===== src/rtl/sfba_pkg.sv =====
// shared types, widths and codes of the segregated free-list bump allocator
// no dependencies; every other file of the block imports this package

package sfba_pkg;

	// default parameter values
	localparam int unsigned ARENA_BYTES_DEF  = 1048576;
	localparam int unsigned ALIGN_BYTES_DEF  = 16;
	localparam int unsigned MAX_WORDS_DEF    = 64;
	localparam int unsigned HEADER_BYTES_DEF = 1024;
	localparam int unsigned WORD_BYTES_DEF   = 8;

	// field widths
	localparam int OP_W       = 2;
	localparam int WORDS_W    = 18;
	localparam int OFF_W      = 20;
	localparam int ADDR_W     = 20;
	localparam int STAT_W     = 3;
	localparam int BYTES_W    = 21;
	localparam int CNT_W      = 17;
	localparam int PAY_W      = 22;
	localparam int CFG_IDX_W  = 1;
	localparam int CFG_DATA_W = 21;

	// configuration register indexes
	localparam logic [CFG_IDX_W-1:0] CFG_MODE  = 1'd0;
	localparam logic [CFG_IDX_W-1:0] CFG_ARENA = 1'd1;

	typedef enum logic [OP_W-1:0] {
		OP_ALLOC   = 2'd0,
		OP_RELEASE = 2'd1,
		OP_STATS   = 2'd2,
		OP_NONE    = 2'd3
	} op_t;

	typedef enum logic [STAT_W-1:0] {
		ST_REUSED   = 3'd0,
		ST_BUMPED   = 3'd1,
		ST_OOM      = 3'd2,
		ST_LISTED   = 3'd3,
		ST_ABANDON  = 3'd4,
		ST_NULL     = 3'd5,
		ST_CLEARED  = 3'd6,
		ST_RESERVED = 3'd7
	} status_t;

	typedef enum logic [1:0] {
		S_IDLE,
		S_READ,
		S_LINK
	} state_t;

	// controller to datapath
	typedef struct packed {
		logic load;
		logic link_rd;
		logic finish;
	} cmd_t;

	// datapath to controller
	typedef struct packed {
		logic pop;
		logic out_stall;
	} sts_t;

	// one row of the per-class table
	typedef struct packed {
		logic [ADDR_W-1:0] head;
		logic [CNT_W-1:0]  live;
		logic [CNT_W-1:0]  peak;
	} row_t;

	// bump limit in force: smaller of the register and the arena parameter
	function automatic logic [BYTES_W-1:0] limit_of(logic [BYTES_W-1:0] arena,
		int unsigned arena_param);
		logic [BYTES_W-1:0] res;
		if (32'(arena) < arena_param) begin
			res = arena;
		end else begin
			res = BYTES_W'(arena_param);
		end
		return res;
	endfunction

endpackage


===== src/rtl/sfba_ctrl.sv =====
// sequencing state machine of the allocator: accept, table read, link read, finish
// depends on sfba_pkg; drives the datapath through cmd_t and reads sts_t

module sfba_ctrl (
	input  logic          clk,
	input  logic          arst_n,
	input  logic          req_valid,
	output logic          req_ready,
	input  sfba_pkg::sts_t sts,
	output sfba_pkg::cmd_t cmd
);
	import sfba_pkg::*;

	state_t state_q;
	state_t state_nxt;

	always_ff @(posedge clk or negedge arst_n) begin
		if (!arst_n) begin
			state_q <= S_IDLE;
		end else begin
			state_q <= state_nxt;
		end
	end

	always_comb begin
		state_nxt = state_q;
		unique case (state_q)
			S_IDLE: begin
				if (req_valid) begin
					state_nxt = S_READ;
				end
			end
			S_READ: begin
				if (sts.pop) begin
					state_nxt = S_LINK;
				end else if (!sts.out_stall) begin
					state_nxt = S_IDLE;
				end
			end
			S_LINK: begin
				if (!sts.out_stall) begin
					state_nxt = S_IDLE;
				end
			end
			default: state_nxt = S_IDLE;
		endcase
	end

	always_comb begin
		req_ready   = 1'b0;
		cmd.load    = 1'b0;
		cmd.link_rd = 1'b0;
		cmd.finish  = 1'b0;
		unique case (state_q)
			S_IDLE: begin
				req_ready = 1'b1;
				cmd.load  = req_valid;
			end
			S_READ: begin
				// a pop needs the link of the list head before it can finish
				cmd.link_rd = sts.pop;
				cmd.finish  = !sts.pop && !sts.out_stall;
			end
			S_LINK: begin
				cmd.finish = !sts.out_stall;
			end
			default: ;
		endcase
	end

`ifndef SYNTHESIS
	a_load_to_read: assert property (@(posedge clk) disable iff (!arst_n)
		cmd.load |=> state_q == S_READ)
		else $error("accepted item did not move to the table read");
	a_link_to_link: assert property (@(posedge clk) disable iff (!arst_n)
		cmd.link_rd |=> state_q == S_LINK && !cmd.load)
		else $error("link read not followed by the link state");
	a_finish_idle: assert property (@(posedge clk) disable iff (!arst_n)
		cmd.finish |=> state_q == S_IDLE && !cmd.finish)
		else $error("finish did not return to idle");
`endif

endmodule


===== config.mk =====
export PLATFORM = sky130hd
export DESIGN_NAME = sfba_ctrl
export DESIGN_NICKNAME = d
export VERILOG_FILES = /design/src/rtl/sfba_pkg.sv /design/src/rtl/sfba_ctrl.sv
export SDC_FILE = /design/constraint.sdc
export NUM_CORES = 1
export LEC_CHECK = 0
export BUFFER_PORTS_ARGS = -buffer_cell sky130_fd_sc_hd__buf_4
export CELL_PAD_IN_SITES_DETAIL_PLACEMENT = 1
export CELL_PAD_IN_SITES_GLOBAL_PLACEMENT = 1
export CORE_AREA = 2 2 39 41
export CTS_BUF_LIST = sky130_fd_sc_hd__clkbuf_8 sky130_fd_sc_hd__clkbuf_16
export DETAILED_ROUTE_END_ITERATION = 6
export DIE_AREA = 0 0 41 43
export HOLD_SLACK_MARGIN = 0.06
export PLACE_DENSITY = 0.45
export SYNTH_ARGS = -nofsm -noshare
export SYNTH_HDL_FRONTEND = slang
export SYNTH_SLANG_ARGS = --single-unit

===== constraint.sdc =====
create_clock -name clk -period 1.3 [get_ports clk]
set_input_delay 0.065 -clock clk [delete_from_list [all_inputs] [get_ports clk]]
set_output_delay 0.065 -clock clk [all_outputs]
set_load 0.005 [all_outputs]

==> summary.md <==
Setup repair after global routing could not meet its margin everywhere. Largest register by flop count: state_q. For this design the static power due to leakage is 0.0001970 uW.

TritonCTS built the clock tree. Synthesis inferred 2 register bits. Between clock sinks in the finished design, the worst skew comes to 0.0009871 ns. Clock-pin slew was measured on the worst setup and hold paths at 0.03 ns. The biggest area contributor in the post-synthesis netlist is sky130_fd_sc_hd__dfrtp_1. In this run the worst hold path is classified as in2async. The number of vias after detailed routing came out at 222. The slowest stage of the critical path belongs to the cell sky130_fd_sc_hd__dfrtp_2. Ranked by total cell area, the synthesized netlist is headed by sky130_fd_sc_hd__dfrtp_1, sky130_fd_sc_hd__ha_1, sky130_fd_sc_hd__inv_1, sky130_fd_sc_hd__nor3b_1, sky130_fd_sc_hd__a211o_1. The effective utilization at floorplan came out at 14.38%.

The tools report the critical path endpoint category as a register. The total global-route track usage was 9.839%; the highest fanout seen on the critical path was 3. The completed layout was analyzed and its total power is 1102 uW. Across all hold checks on the routed design, the worst slack comes to 0.1746 ns. The final reports fail on setup timing. The die outline height was 43 um; the number of clock sinks seen by CTS was 2. The largest registers in the layout are state_q x2. The per-cell routed wire length works out to 10.62 um. The critical path class is reg2reg. The critical path goes through ha_4, and2_4, nor3b_2, a211o_1. The type of element launching the critical path was a register.

The first TritonRoute pass finished after 2 iterations. Of the available clock period, the critical path in the final layout requires 100.9%. The iteration-0 DRC count of the detailed router came out at 1. The mapped netlist covers 198.9 sq um.

Synthesis produced a netlist whose cell count is 23. The clock passes through at most 2 buffers. For this run, design rule violations remaining after detail routing come to 0. The fraction of post-synthesis cell area in the top cell type by area works out to 25.16%. The logs give 32 for the synthesized net count and 4 for the largest net degree at the start of global routing.

The horizontal die dimension was 41 um. The share of cells above drive strength 1 was 71.79%; the worst-margin pin slew was 0.1674 ns. The logs give 0 for the total of warnings raised by yosys and 0 for the remaining global-route overflow.

In this design, the stage delay of the slowest critical-path cell is 0.44 ns. The logs give 0.001384 sq mm for the standard cell core area and 0 for the number of inserted diodes. The count of nets after finishing is 50. The dominant delay contributor by cell family on the critical path is flip-flops.

CTS placed an instance of sky130_fd_sc_hd__clkbuf_8 at the clock tree root. In this run, distinct cell masters in the synthesized netlist total 15. The logs give 32.91% for the utilization of the core after routing and 1069 um for the first-pass GRT wire length. The worst slew slack as a fraction of its limit was 88.72%. The tools report the count of final hold-check violations as 0.

The final weighted congestion in routability-driven placement was 0.6929; the area added between synthesis and finish was 128.9%. The number of placement rows was 14; the maximum clock frequency was 762.6 MHz. The library cell used most frequently in the layout, excluding fill and tap cells, is sky130_fd_sc_hd__buf_4. The logs give 0 for the max-slew violation count and 1.40 ns for the signal arrival time at the worst endpoint. The via count of the first global-routing pass is 255, and the detail-routed via count per cell is 4.036.

The ratio of total power to cell area works out to 2420 mW/mm^2. The clock period minus final worst setup slack was 1.311 ns. The count of input and output buffers came out at 8. Clock latency on the worst-skew pair, taken at its later pin, is 0.21 ns. For the initial antenna violation count, the log shows 0.

The mean instance size in the synthesized netlist was 8.650 sq um; the register area share after synthesis was 25.16%. The tools report the worst voltage drop across the vdd grid as 0.7607 mV. The wire-length estimate of the detail-placed layout is 398.5 um. Required time of the critical path: 1.38 ns. The run gives 0 as the number of nets with antenna violations after routing. For this block, the routed nets add up to 584 um of wire. The number of flip-flops in the largest register was 2; the final count of negative-setup-slack endpoints was 1. The final worst slack is -0.01126 ns. Buffers inserted during clock tree synthesis total 3. The logs give 0 for the number of max-capacitance violations reported and 0.001763 sq mm for the die area.

The top cell types in the final layout, fill and taps aside, are sky130_fd_sc_hd__buf_4, sky130_fd_sc_hd__ha_4, sky130_fd_sc_hd__clkbuf_8. At the placement stage, the worst setup path has a slack of -0.07260 ns. The tools report the H-tree depth as 1. The run finished, with violations left. The number of primary I/O pins is 9. The buffering stage count on the worst path with inverters included works out to 0.
[layer usage]
metal  up-vias  share of wire (%)  global-route usage, %
met5         -                  0                      0
met4         0                  0                  8.000
met3         0                2.6                  4.712
met2         4                 58                  13.75
met1       109                 40                  10.61
li1        109                  -                      -
[Yosys cell counts (all sizes together)]
cell and number:
a211o 1, a21oi 1, a22oi 1, and2 2, and2b 1, dfrtp 2, ha 4, inv 4
nand2 1, nand3 1, nor2 1, nor3b 2, o21ai 1, o21bai 1
[cell families after synthesis]
family | Yosys count | share of synthesized area [%]
adders and majority gates | 4 | 25.16
and+or+nand+nor | 8 | 25.15
AOI/OAI and AO/OA | 5 | 16.98
DFF | 2 | 25.16
buffers and inverters | 4 | 7.545
[final timing paths]
check	cells after the start	start	to	slack (ns)
max in group asynchronous	2	arst_n	state_q[0]	1.03
min in group clk	3	sts[0]	state_q[0]	0.18
hold reg to reg	3	state_q[1]	state_q[1]	0.75
setup reg to reg	4	state_q[0]	state_q[1]	-0.01
hold / removal	2	arst_n	state_q[0]	0.17
setup / recovery	4	state_q[0]	state_q[1]	-0.01
[worst register-to-register path, delay by kind of cell, from the launching register on]
kind | cells | cell delay (ns)
flip-flops | 1 | 0.44
AND/OR/NAND/NOR | 2 | 0.28
adder cells (fa/ha/maj) | 1 | 0.20
AO/OA/AOI/OAI | 1 | 0.27
[metrics by stage]
| step | instances | cell area (sq um) | TNS (ns) |
|---|---|---|---|
| 2_1_floorplan | 23 | 198.9 | 0 |
| 3_3_place_gp | 49 | 294.0 | -0.04999 |
| 3_5_place_dp | 49 | 294.0 | -0.07260 |
| 4_1_cts | 55 | 445.4 | -0.04932 |
| 5_1_grt | 55 | 455.4 | -0.1147 |
| 6_report | 55 | 455.4 | -0.01126 |
[what timing repair did]
action / CTS / global route
gates resized for setup: 18 / 2
hold endpoints to repair: 2 / 0
hold buffers: 1 / 0
setup endpoints to repair: 2 / 3
setup buffers: 2 / 0
pin swaps: 4 / 5
[where the power goes]
part,switching [uW],internal (uW),total [uW]
clock,45.4,195,241
combinational,306,413,719
sequential,45.3,97.1,142
total,396,706,1100
[layout make-up]
cell class,instances,area (sq um)
Tap cell,16,20.02
Inverter,4,17.52
Multi-Input combinational cell,17,217.7
Sequential cell,2,51.30
Timing Repair Buffer,13,107.6
Fill cell,156,928.4
Clock buffer,3,41.29
Note: power is estimated with default switching activity, not from simulation.
